[config.mk]
export PLATFORM = sky130hd
export DESIGN_NAME = joystick_axis_deadzone_scaler_flat
export DESIGN_NICKNAME = d
export VERILOG_FILES = /design/src/sv/jads_pkg.sv /design/src/sv/jads_in_if.sv /design/src/sv/jads_out_if.sv /design/src/sv/jads_cfg_if.sv /design/src/sv/joystick_axis_deadzone_scaler.sv /design/src/flat_wrapper.sv
export SDC_FILE = /design/constraint.sdc
export NUM_CORES = 1
export LEC_CHECK = 0
export ABC_AREA = 1
export BUFFER_PORTS_ARGS = -buffer_cell sky130_fd_sc_hd__clkbuf_2
export CORE_MARGIN = 2
export CORE_UTILIZATION = 30
export DETAILED_ROUTE_END_ITERATION = 10
export HOLD_SLACK_MARGIN = 0.15
export PLACE_DENSITY = 0.51
export SLEW_MARGIN = 20
export SYNTH_ARGS = -nofsm -noshare
export SYNTH_HDL_FRONTEND = slang
export SYNTH_SLANG_ARGS = --single-unit
[constraint.sdc]
create_clock -name clk -period 10.6 [get_ports clk]
set_input_delay 1.06 -clock clk [delete_from_list [all_inputs] [get_ports clk]]
set_output_delay 1.06 -clock clk [all_outputs]
set_load 0.005 [all_outputs]
[src/sv/jads_pkg.sv]
// Shared widths and configuration register indexes of the joystick axis scaler.
package jads_pkg;

	localparam int CFG_IDX_BITS  = 3;
	localparam int CFG_DATA_BITS = 16;
	localparam int VALUE_BITS    = 16;
	localparam int OUT_MAX_BITS  = 15;

	typedef logic [CFG_IDX_BITS-1:0] cfg_idx_t;

	localparam cfg_idx_t REG_AXIS_LOW   = 3'd0;
	localparam cfg_idx_t REG_AXIS_MID   = 3'd1;
	localparam cfg_idx_t REG_AXIS_HIGH  = 3'd2;
	localparam cfg_idx_t REG_REVERSE    = 3'd3;
	localparam cfg_idx_t REG_THRESHOLD  = 3'd4;
	localparam cfg_idx_t REG_MID_MARGIN = 3'd5;
	localparam cfg_idx_t REG_OUT_MAX    = 3'd6;
	localparam cfg_idx_t REG_OUT_MIN    = 3'd7;

endpackage

[src/sv/jads_in_if.sv]
// Sample input channel: valid, ready and one raw ADC reading.
interface jads_in_if #(
	parameter int SAMPLE_BITS = 12
);
	logic                   valid;
	logic                   ready;
	logic [SAMPLE_BITS-1:0] sample;

	modport source(output valid, output sample, input ready);
	modport sink(input valid, input sample, output ready);
endinterface

[src/sv/jads_out_if.sv]
// Result channel: valid, ready, change flag and translated axis value.
interface jads_out_if;
	logic                                   valid;
	logic                                   ready;
	logic                                   changed;
	logic signed [jads_pkg::VALUE_BITS-1:0] axis_value;

	modport source(output valid, output changed, output axis_value, input ready);
	modport sink(input valid, input changed, input axis_value, output ready);
endinterface

[src/sv/jads_cfg_if.sv]
// Configuration write channel: valid, ready, register index and write data.
interface jads_cfg_if;
	logic                              valid;
	logic                              ready;
	jads_pkg::cfg_idx_t                index;
	logic [jads_pkg::CFG_DATA_BITS-1:0] data;

	modport source(output valid, output index, output data, input ready);
	modport sink(input valid, input index, input data, output ready);
endinterface

[src/sv/joystick_axis_deadzone_scaler.sv]
// Joystick axis dead-zone scaler: sequencer with a shared restoring divider.
//
// Usage: write calibration through cfg (always ready, one register per item,
// only while the block is idle). Feed raw samples on in_ch; each sample gives
// exactly one result on out_ch: changed = 0 and value 0 when the sample moved
// by no more than the change threshold, else changed = 1 with the scaled value.
// After a sample is accepted, an unchanged one goes from the delta state
// straight to the final state; the dead zone and a zero span pass through the
// zone and sign states, and a scaled value through the zone, multiply, divide
// and sign states, before the result is loaded and in_ch is ready again.
// The restoring divider retires one quotient bit per cycle over the
// SAMPLE_BITS + 16 bit product; in_ch is not ready while an item is in flight.
// One output register holds the result; a new sample may be taken while it
// waits. If the receiver stalls, the next result waits in the final state
// until the register is free.
// Reset: calibration takes its default values, the last sample is loaded
// with the midpoint, and no result is pending. Writing the midpoint also
// reloads the last sample.
module joystick_axis_deadzone_scaler #(
	parameter int SAMPLE_BITS = 12,
	parameter int OUT_CENTER  = 0
) (
	input logic          clk,
	input logic          arst_n,
	jads_cfg_if.sink     cfg,
	jads_in_if.sink      in_ch,
	jads_out_if.source   out_ch
);

	localparam int SB = SAMPLE_BITS;
	localparam int PW = SB + 16;
	localparam int RW = PW + 2;
	localparam int CW = $clog2(PW + 1);
	localparam int VB = jads_pkg::VALUE_BITS;
	localparam int MB = jads_pkg::OUT_MAX_BITS;
	localparam int CENTER_MAG = (OUT_CENTER < 0) ? -OUT_CENTER : OUT_CENTER;
	localparam logic CENTER_NEG = (OUT_CENTER < 0);

	typedef enum logic [6:0] {
		ST_IDLE  = 7'b0000001,
		ST_DELTA = 7'b0000010,
		ST_ZONE  = 7'b0000100,
		ST_MUL   = 7'b0001000,
		ST_DIV   = 7'b0010000,
		ST_SIGN  = 7'b0100000,
		ST_CLAMP = 7'b1000000
	} state_t;

	state_t state_q;

	// calibration registers
	logic [SB-1:0]        low_q;
	logic [SB-1:0]        mid_q;
	logic [SB-1:0]        high_q;
	logic                 reverse_q;
	logic [SB-1:0]        thr_q;
	logic [SB-1:0]        margin_q;
	logic [MB-1:0]        omax_q;
	logic signed [VB-1:0] omin_q;

	// datapath registers
	logic [SB-1:0]        last_q;
	logic [SB-1:0]        smp_q;
	logic                 report_q;
	logic                 neg_q;
	logic [SB-1:0]        off_mag_q;
	logic [VB-1:0]        bnd_mag_q;
	logic [SB-1:0]        span_q;
	logic [PW-1:0]        acc_q;
	logic [SB-1:0]        rem_q;
	logic [CW-1:0]        cnt_q;
	logic signed [RW-1:0] val_q;

	// output register
	logic                 out_valid_q;
	logic                 out_changed_q;
	logic signed [VB-1:0] out_value_q;

	logic cfg_we;
	logic in_acc;
	logic out_free;

	assign cfg.ready       = 1'b1;
	assign cfg_we          = cfg.valid && cfg.ready;
	assign in_ch.ready     = (state_q == ST_IDLE);
	assign in_acc          = in_ch.valid && in_ch.ready;
	assign out_free        = !out_valid_q || out_ch.ready;
	assign out_ch.valid      = out_valid_q;
	assign out_ch.changed    = out_changed_q;
	assign out_ch.axis_value = out_value_q;

	// change detection
	logic signed [SB:0] dlt;
	logic [SB-1:0]      dlt_mag;
	logic               moved;

	always_comb begin
		dlt     = $signed({1'b0, smp_q}) - $signed({1'b0, last_q});
		dlt_mag = dlt[SB] ? SB'(-dlt) : SB'(dlt);
		moved   = dlt_mag > thr_q;
	end

	// side selection, operand magnitudes and signs
	logic signed [SB:0]   off;
	logic signed [SB+1:0] off_x;
	logic signed [SB+1:0] marg_x;
	logic                 upper;
	logic                 lower;
	logic signed [SB:0]   span_hi;
	logic signed [SB:0]   span_lo;
	logic signed [SB:0]   span_sel;
	logic [SB-1:0]        off_mag;
	logic [SB-1:0]        span_mag;
	logic signed [VB:0]   omin_neg;
	logic [VB-1:0]        bnd_mag;

	always_comb begin
		off      = $signed({1'b0, smp_q}) - $signed({1'b0, mid_q});
		off_x    = {off[SB], off};
		marg_x   = $signed({2'b00, margin_q});
		upper    = off_x >= marg_x;
		lower    = off_x <= -marg_x;
		span_hi  = $signed({1'b0, high_q}) - $signed({1'b0, mid_q});
		span_lo  = $signed({1'b0, low_q}) - $signed({1'b0, mid_q});
		span_sel = lower ? span_lo : span_hi;
		off_mag  = off[SB] ? SB'(-off) : SB'(off);
		span_mag = span_sel[SB] ? SB'(-span_sel) : SB'(span_sel);
		omin_neg = -{omin_q[VB-1], omin_q};
		bnd_mag  = lower ? omin_neg[VB-1:0] : {1'b0, omax_q};
	end

	// one divider step
	logic [SB:0]   rem_sh;
	logic          fits;
	logic [SB-1:0] rem_nx;
	logic [PW-1:0] prod;

	always_comb begin
		rem_sh = {rem_q, acc_q[PW-1]};
		fits   = rem_sh >= {1'b0, span_q};
		rem_nx = fits ? SB'(rem_sh - {1'b0, span_q}) : SB'(rem_sh);
		prod   = off_mag_q * bnd_mag_q;
	end

	// sign application and clamping
	logic signed [RW-1:0] mag_x;
	logic signed [RW-1:0] hi_x;
	logic signed [RW-1:0] lo_x;
	logic signed [RW-1:0] clamp_a;
	logic signed [RW-1:0] clamp_b;

	always_comb begin
		mag_x   = $signed({2'b00, acc_q});
		hi_x    = $signed(RW'(omax_q));
		lo_x    = RW'(omin_q);
		clamp_a = (val_q > hi_x) ? hi_x : val_q;
		clamp_b = (clamp_a < lo_x) ? lo_x : clamp_a;
	end

	// hold calibration
	always_ff @(posedge clk or negedge arst_n) begin
		if (!arst_n) begin
			low_q     <= '0;
			mid_q     <= SB'(2048);
			high_q    <= SB'(4095);
			reverse_q <= 1'b0;
			thr_q     <= SB'(16);
			margin_q  <= SB'(64);
			omax_q    <= MB'(32767);
			omin_q    <= VB'(-32767);
		end else if (cfg_we) begin
			case (cfg.index)
				jads_pkg::REG_AXIS_LOW:   low_q     <= cfg.data[SB-1:0];
				jads_pkg::REG_AXIS_MID:   mid_q     <= cfg.data[SB-1:0];
				jads_pkg::REG_AXIS_HIGH:  high_q    <= cfg.data[SB-1:0];
				jads_pkg::REG_REVERSE:    reverse_q <= cfg.data[0];
				jads_pkg::REG_THRESHOLD:  thr_q     <= cfg.data[SB-1:0];
				jads_pkg::REG_MID_MARGIN: margin_q  <= cfg.data[SB-1:0];
				jads_pkg::REG_OUT_MAX:    omax_q    <= cfg.data[MB-1:0];
				jads_pkg::REG_OUT_MIN:    omin_q    <= $signed(cfg.data[VB-1:0]);
				default: ;
			endcase
		end
	end

	// advance the sequencer
	always_ff @(posedge clk or negedge arst_n) begin
		if (!arst_n) begin
			state_q  <= ST_IDLE;
			last_q   <= SB'(2048);
			report_q <= 1'b0;
			cnt_q    <= '0;
		end else begin
			if (cfg_we && cfg.index == jads_pkg::REG_AXIS_MID) begin
				last_q <= cfg.data[SB-1:0];
			end
			case (state_q)
				ST_IDLE: begin
					if (in_acc) begin
						smp_q   <= in_ch.sample;
						state_q <= ST_DELTA;
					end
				end
				ST_DELTA: begin
					report_q <= moved;
					if (moved) begin
						last_q  <= smp_q;
						state_q <= ST_ZONE;
					end else begin
						state_q <= ST_CLAMP;
					end
				end
				ST_ZONE: begin
					if (!upper && !lower) begin
						acc_q   <= PW'(CENTER_MAG);
						neg_q   <= CENTER_NEG ^ reverse_q;
						state_q <= ST_SIGN;
					end else if (span_mag == '0) begin
						acc_q   <= PW'(bnd_mag);
						neg_q   <= lower ^ reverse_q;
						state_q <= ST_SIGN;
					end else begin
						off_mag_q <= off_mag;
						bnd_mag_q <= bnd_mag;
						span_q    <= span_mag;
						neg_q     <= off[SB] ^ lower ^ span_sel[SB] ^ reverse_q;
						state_q   <= ST_MUL;
					end
				end
				ST_MUL: begin
					acc_q   <= prod;
					rem_q   <= '0;
					cnt_q   <= CW'(PW);
					state_q <= ST_DIV;
				end
				ST_DIV: begin
					rem_q <= rem_nx;
					acc_q <= {acc_q[PW-2:0], fits};
					cnt_q <= cnt_q - 1'b1;
					if (cnt_q == CW'(1)) begin
						state_q <= ST_SIGN;
					end
				end
				ST_SIGN: begin
					val_q   <= neg_q ? -mag_x : mag_x;
					state_q <= ST_CLAMP;
				end
				ST_CLAMP: begin
					if (out_free) begin
						state_q <= ST_IDLE;
					end
				end
				default: state_q <= ST_IDLE;
			endcase
		end
	end

	// load the result into the output register, drop it when taken
	always_ff @(posedge clk or negedge arst_n) begin
		if (!arst_n) begin
			out_valid_q <= 1'b0;
		end else if (state_q == ST_CLAMP && out_free) begin
			out_valid_q <= 1'b1;
		end else if (out_ch.ready) begin
			out_valid_q <= 1'b0;
		end
	end

	always_ff @(posedge clk) begin
		if (state_q == ST_CLAMP && out_free) begin
			out_changed_q <= report_q;
			out_value_q   <= report_q ? clamp_b[VB-1:0] : '0;
		end
	end

`ifndef NO_ASSERTIONS
	a_busy_after_accept: assert property (@(posedge clk) disable iff (!arst_n)
		in_acc |=> !in_ch.ready)
		else $error("input ready while an item is in flight");

	a_rem_below_span: assert property (@(posedge clk) disable iff (!arst_n)
		(state_q == ST_DIV) |-> (rem_q < span_q))
		else $error("divider remainder not below divisor");

	a_mid_reloads_last: assert property (@(posedge clk) disable iff (!arst_n)
		(cfg_we && cfg.index == jads_pkg::REG_AXIS_MID)
		|=> (last_q == $past(cfg.data[SB-1:0])))
		else $error("midpoint write did not reload last sample");

	a_result_from_clamp: assert property (@(posedge clk) disable iff (!arst_n)
		$rose(out_valid_q) |-> $past(state_q == ST_CLAMP))
		else $error("result appeared outside the final state");

	a_quiet_is_zero: assert property (@(posedge clk) disable iff (!arst_n)
		(out_valid_q && !out_changed_q) |-> (out_value_q == '0))
		else $error("unchanged result carries a nonzero value");
`endif

endmodule
[src/flat_wrapper.sv]
// flat-port wrapper written by rule: the top's interface ports become plain ports
module joystick_axis_deadzone_scaler_flat 
#(
	parameter int SAMPLE_BITS = 12,
	parameter int OUT_CENTER  = 0
)
  (clk, arst_n, cfg_valid, cfg_index, cfg_data, cfg_ready, in_ch_valid, in_ch_sample, in_ch_ready, out_ch_valid, out_ch_changed, out_ch_axis_value, out_ch_ready);
  jads_cfg_if cfg_i ();
  jads_in_if #(.SAMPLE_BITS(SAMPLE_BITS)) in_ch_i ();
  jads_out_if out_ch_i ();
  input logic clk;
  input logic arst_n;
  input wire logic [$bits(cfg_i.valid)-1:0] cfg_valid;
  input wire logic [$bits(cfg_i.index)-1:0] cfg_index;
  input wire logic [$bits(cfg_i.data)-1:0] cfg_data;
  output wire logic [$bits(cfg_i.ready)-1:0] cfg_ready;
  input wire logic [$bits(in_ch_i.valid)-1:0] in_ch_valid;
  input wire logic [$bits(in_ch_i.sample)-1:0] in_ch_sample;
  output wire logic [$bits(in_ch_i.ready)-1:0] in_ch_ready;
  output wire logic [$bits(out_ch_i.valid)-1:0] out_ch_valid;
  output wire logic [$bits(out_ch_i.changed)-1:0] out_ch_changed;
  output wire logic [$bits(out_ch_i.axis_value)-1:0] out_ch_axis_value;
  input wire logic [$bits(out_ch_i.ready)-1:0] out_ch_ready;
  assign cfg_i.valid = cfg_valid;
  assign cfg_i.index = cfg_index;
  assign cfg_i.data = cfg_data;
  assign cfg_ready = cfg_i.ready;
  assign in_ch_i.valid = in_ch_valid;
  assign in_ch_i.sample = in_ch_sample;
  assign in_ch_ready = in_ch_i.ready;
  assign out_ch_valid = out_ch_i.valid;
  assign out_ch_changed = out_ch_i.changed;
  assign out_ch_axis_value = out_ch_i.axis_value;
  assign out_ch_i.ready = out_ch_ready;
  joystick_axis_deadzone_scaler #(.SAMPLE_BITS(SAMPLE_BITS), .OUT_CENTER(OUT_CENTER)) u_core (.clk(clk), .arst_n(arst_n), .cfg(cfg_i), .in_ch(in_ch_i), .out_ch(out_ch_i));
endmodule
==> key figures <==
Min path
  • Hold path cells: 2
  • Start point of the worst hold path: u_core.margin_q[9]$_DFFE_PN0P_
  • Worst-case hold path end point: u_core.margin_q[9]$_DFFE_PN0P_
  • Hold Path Class: flop to flop

Clock network
  • Root buffer cell: clkbuf_16
  • CTS Buf Count: 31
  • Post-CTS resize count: 0
  • Clk_lat worst skew: 580 ps
  • H-tree levels: 1
  • Clock buffer depth: 3
  • Post-CTS Setup Repair Bufs: 0
  • Clock sink total: 258
  • CTS hold repair buffers: 0
  • TritonCTS clock tree: done
  • Clock transition at path regs: 60 ps

Timing
  • Tcrit/Tclk final: 0.745
  • Slew headroom: 0.297
  • Final setup violation count: 0
  • Top achievable clock speed: 0.127 GHz
  • Worst clock skew: 14.3 ps
  • Max-slew violations: 0
  • Setup total negative slack: 0 ps
  • Worst-Margin Slew: 1050 ps
  • RSZ-0062 raised after global routing: no
  • Fin. Hold Viols: 0
  • Final min period: 7900 ps

Power and ir drop
  • Logic pwr share: 0.584
  • Net Sw Power: 2.89 mW
  • Cell Int Power: 3.29 mW
  • Max VDD drop: 0.160 mV
  • Pwr Density: 250 mW/mm2
  • Clock network fraction of total power: 0.180
  • Sw frac: 0.468
  • Static Leak: 12.1 nW
  • Sequential share of power: 0.236

Layout
  • Layout cells sized above 1: 0.0786
  • Final core utilization: 0.337
  • Area Overhead vs Synth: 10.8%
  • Final net count: 3121
  • Antenna diode count: 0

Logic synthesis
  • Syn nets: 3096
  • Post-Syn Area: 0.0223 mm2
  • Post-synthesis sequential area ratio: 0.323
  • Mux cell area share after synthesis: 0.000449
  • Top_reg_cell synth: edfxtp_1
  • Synth Area in XOR/XNOR: 0.0447
  • Unique masters post-synth: 59
  • Post-Syn Instances: 2712
  • Post-Synth Adder-Cell Area: 0.244
  • Largest family of logic cells by synthesized area: adder cells
  • Synth Area in Compound Gates: 0.100
  • Ys Warns: 0
  • Avg Cell Area, Syn: 8.21 um2
  • Number of synthesized flops with an enable pin: 140
  • Asr flop ratio synth: 0.457
  • Simple-gate share of the synthesized area: 0.184
  • #FFs+latches synth: 258

Floorplanning
  • Initial core utilization: 0.304
  • Die Y-Extent: 276 um
  • Die area: 0.0764 mm2
  • Core footprint: 0.0732 mm2
  • Cell Rows: 99
  • Die Wd: 276 um
  • Ports: 56

Setup path
  • Max stage delay on crit path: 860 ps
  • Worst Setup Start Kind: flop
  • Slowest cell on the critical path: clkinv_1
  • CP Data Required Time: 10600 ps
  • Setup CP Type: flop to flop
  • Worst r2r dst: u_core.acc_q[23]$_DFFE_PP_
  • Most frequent cell on the critical path: nand2_1
  • Critical Path AT: 7900 ps
  • Cell depth of the worst flop-to-flop path: 37
  • Nature of the critical path endpoint: flop
  • R2r startpoint: u_core.mid_q[0]$_DFFE_PN0P_
  • R2R setup slack: 2700 ps
  • Crit Path Max Fanout: 28

Global route
  • First-pass GRT wire length: 97.8 mm
  • Global Route Usage Sum: 0.162
  • Largest net degree at the start of global routing: 73
  • Grt ovf: 0
  • Initial antenna violation count: 0
  • Vias in the first global route: 17.5k

Route
  • Final wirelength: 61.2 mm
  • Detailed router's first-iteration violation count: 997
  • DR WL/cell: 16.5 um
  • ANT nets after route: 0
  • Post-DR vias/cell: 4.66
  • Residual DRC: 0
  • Vias post-DR: 17.3k
  • Drt pass-1 iters: 7

Placement
  • RePlAce Congestion: 0.869
  • DP HPWL: 47.9 mm
  • I/O Buffers: 54

Run
  • Max-Cap Viols: 0

Outcome
  • Outcome: complete, no violations
sequential cells by signal, indices dropped and copies added, names as in the netlist, 15 cells and up:
name / count
u_core.bnd_mag_q: 16
u_core.out_ch.axis_value: 16
u_core.acc_q: 28
u_core.omax_q: 15
u_core.val_q: 30
u_core.omin_q: 16
area by class of cell:
type                            instances  area [um2]
Clock buffer                           42         890
Timing Repair Buffer                   80         480
Inverter                              513        1930
Fill cell                            7647       48500
Tap cell                              959        1200
Multi-Input combinational cell       1853       12800
Clock inverter                         15         161
Sequential cell                       258        7200
cells in the mapped netlist (4+ instances only):
library cell	n	area (um2)
nand2_1	634	2380
inv_1	508	1910
ha_1	204	2550
o21ai_0	193	966
nor2_1	175	657
fa_1	144	2880
edfxtp_1	140	4200
a21oi_1	117	586
xor2_1	96	841
dfrtp_1	84	2100
clkbuf_1	76	285
nand3_1	73	365
dfstp_2	34	893
nand4_1	24	150
o211ai_1	24	180
nor3_1	22	110
or2_2	21	131
o21ai_1	16	80.1
xnor2_1	14	123
a21o_1	9	67.6
nand3b_1	9	67.6
a31oi_1	8	50.1
nor4_1	8	50.1
a211oi_1	6	45.0
buf_2	5	25.0
buf_4	5	37.5
nand2_2	5	31.3
nor2_2	5	31.3
o21bai_1	4	30.0
o31ai_1	4	30.0
worst max-delay path by stage:
stage,endpoint,slack [ps],startpoint
2_1_floorplan,u_core.bnd_mag_q[0]$_DFFE_PP_,3200,u_core.mid_q[0]$_DFFE_PN0P_
3_3_place_gp,u_core.acc_q[24]$_DFFE_PP_,2850,u_core.mid_q[0]$_DFFE_PN0P_
3_5_place_dp,u_core.acc_q[23]$_DFFE_PP_,2840,u_core.mid_q[0]$_DFFE_PN0P_
4_1_cts,u_core.acc_q[23]$_DFFE_PP_,2810,u_core.mid_q[0]$_DFFE_PN0P_
5_1_grt,u_core.acc_q[24]$_DFFE_PP_,1760,u_core.mid_q[0]$_DFFE_PN0P_
6_report,u_core.acc_q[23]$_DFFE_PP_,2700,u_core.mid_q[0]$_DFFE_PN0P_
cell families after synthesis:
| family | count (synthesis) |
|---|---|
| adders and majority gates | 348 |
| muxes | 1 |
| xor gates and xnor gates | 112 |
| other | 1 |
| AOI/OAI and AO/OA | 403 |
| buffers and inverters | 601 |
| DFF | 258 |
| and+or+nand+nor | 988 |
routing by layer:
| metal | global-route usage | vias to the layer above | wire length [um] |
|---|---|---|---|
| li1 | - | 8664 | - |
| met5 | 0 | - | 0 |
| met2 | 0.277 | 302 | 28900 |
| met4 | 0.0338 | 0 | 1310 |
| met1 | 0.220 | 8294 | 28600 |
| met3 | 0.0172 | 70 | 2370 |
power groups by stage:
stage | clock network (mW) | registers (mW) | logic [mW]
final | 1.11 | 1.46 | 3.61
after global routing | 1.17 | 1.48 | 4.17
after CTS | 1.13 | 1.46 | 3.65
after detailed placement | 0 | 1.48 | 3.62
after global placement | 0 | 1.47 | 3.61
after floorplan | 0 | 1.41 | 2.72
worst max-delay path, delay by kind of cell, from the launching register on:
kind,cells,cell delay [ps]
AO/OA/AOI/OAI,12,1890
buffers and inverters,4,1680
AND/OR/NAND/NOR,16,1660
adder cells (fa/ha/maj),4,1320
flip-flops,1,420
XOR/XNOR,1,310
per-stage QoR:
step                setup WS, ps  instance area [um2]  power [mW]  cells  hold slack [ps]
global placement            2850                23600        5.08   3662              472
finish                      2700                24700        6.18   3720              490
detailed placement          2840                23600        5.09   3662              477
floorplan                   3200                22300        4.13   2712              420
global route                1760                24700        6.82   3720              509
CTS                         2810                24600        6.23   3719              492
placed cells by master (no fill, tap or decap), drive strengths merged, types with 15 or more instances in the layout:
cell    count
xor2       97
nand2     639
nand3      76
edfxtp    140
nand4      24
inv       511
or2        21
dfstp      34
fa        144
nor3       24
buf        27
a21oi     120
dfrtp      84
ha        204
o21ai     210
clkbuf     95
nor2      180
xnor2      15
o211ai     25
(Power assumes the default switching activity.)
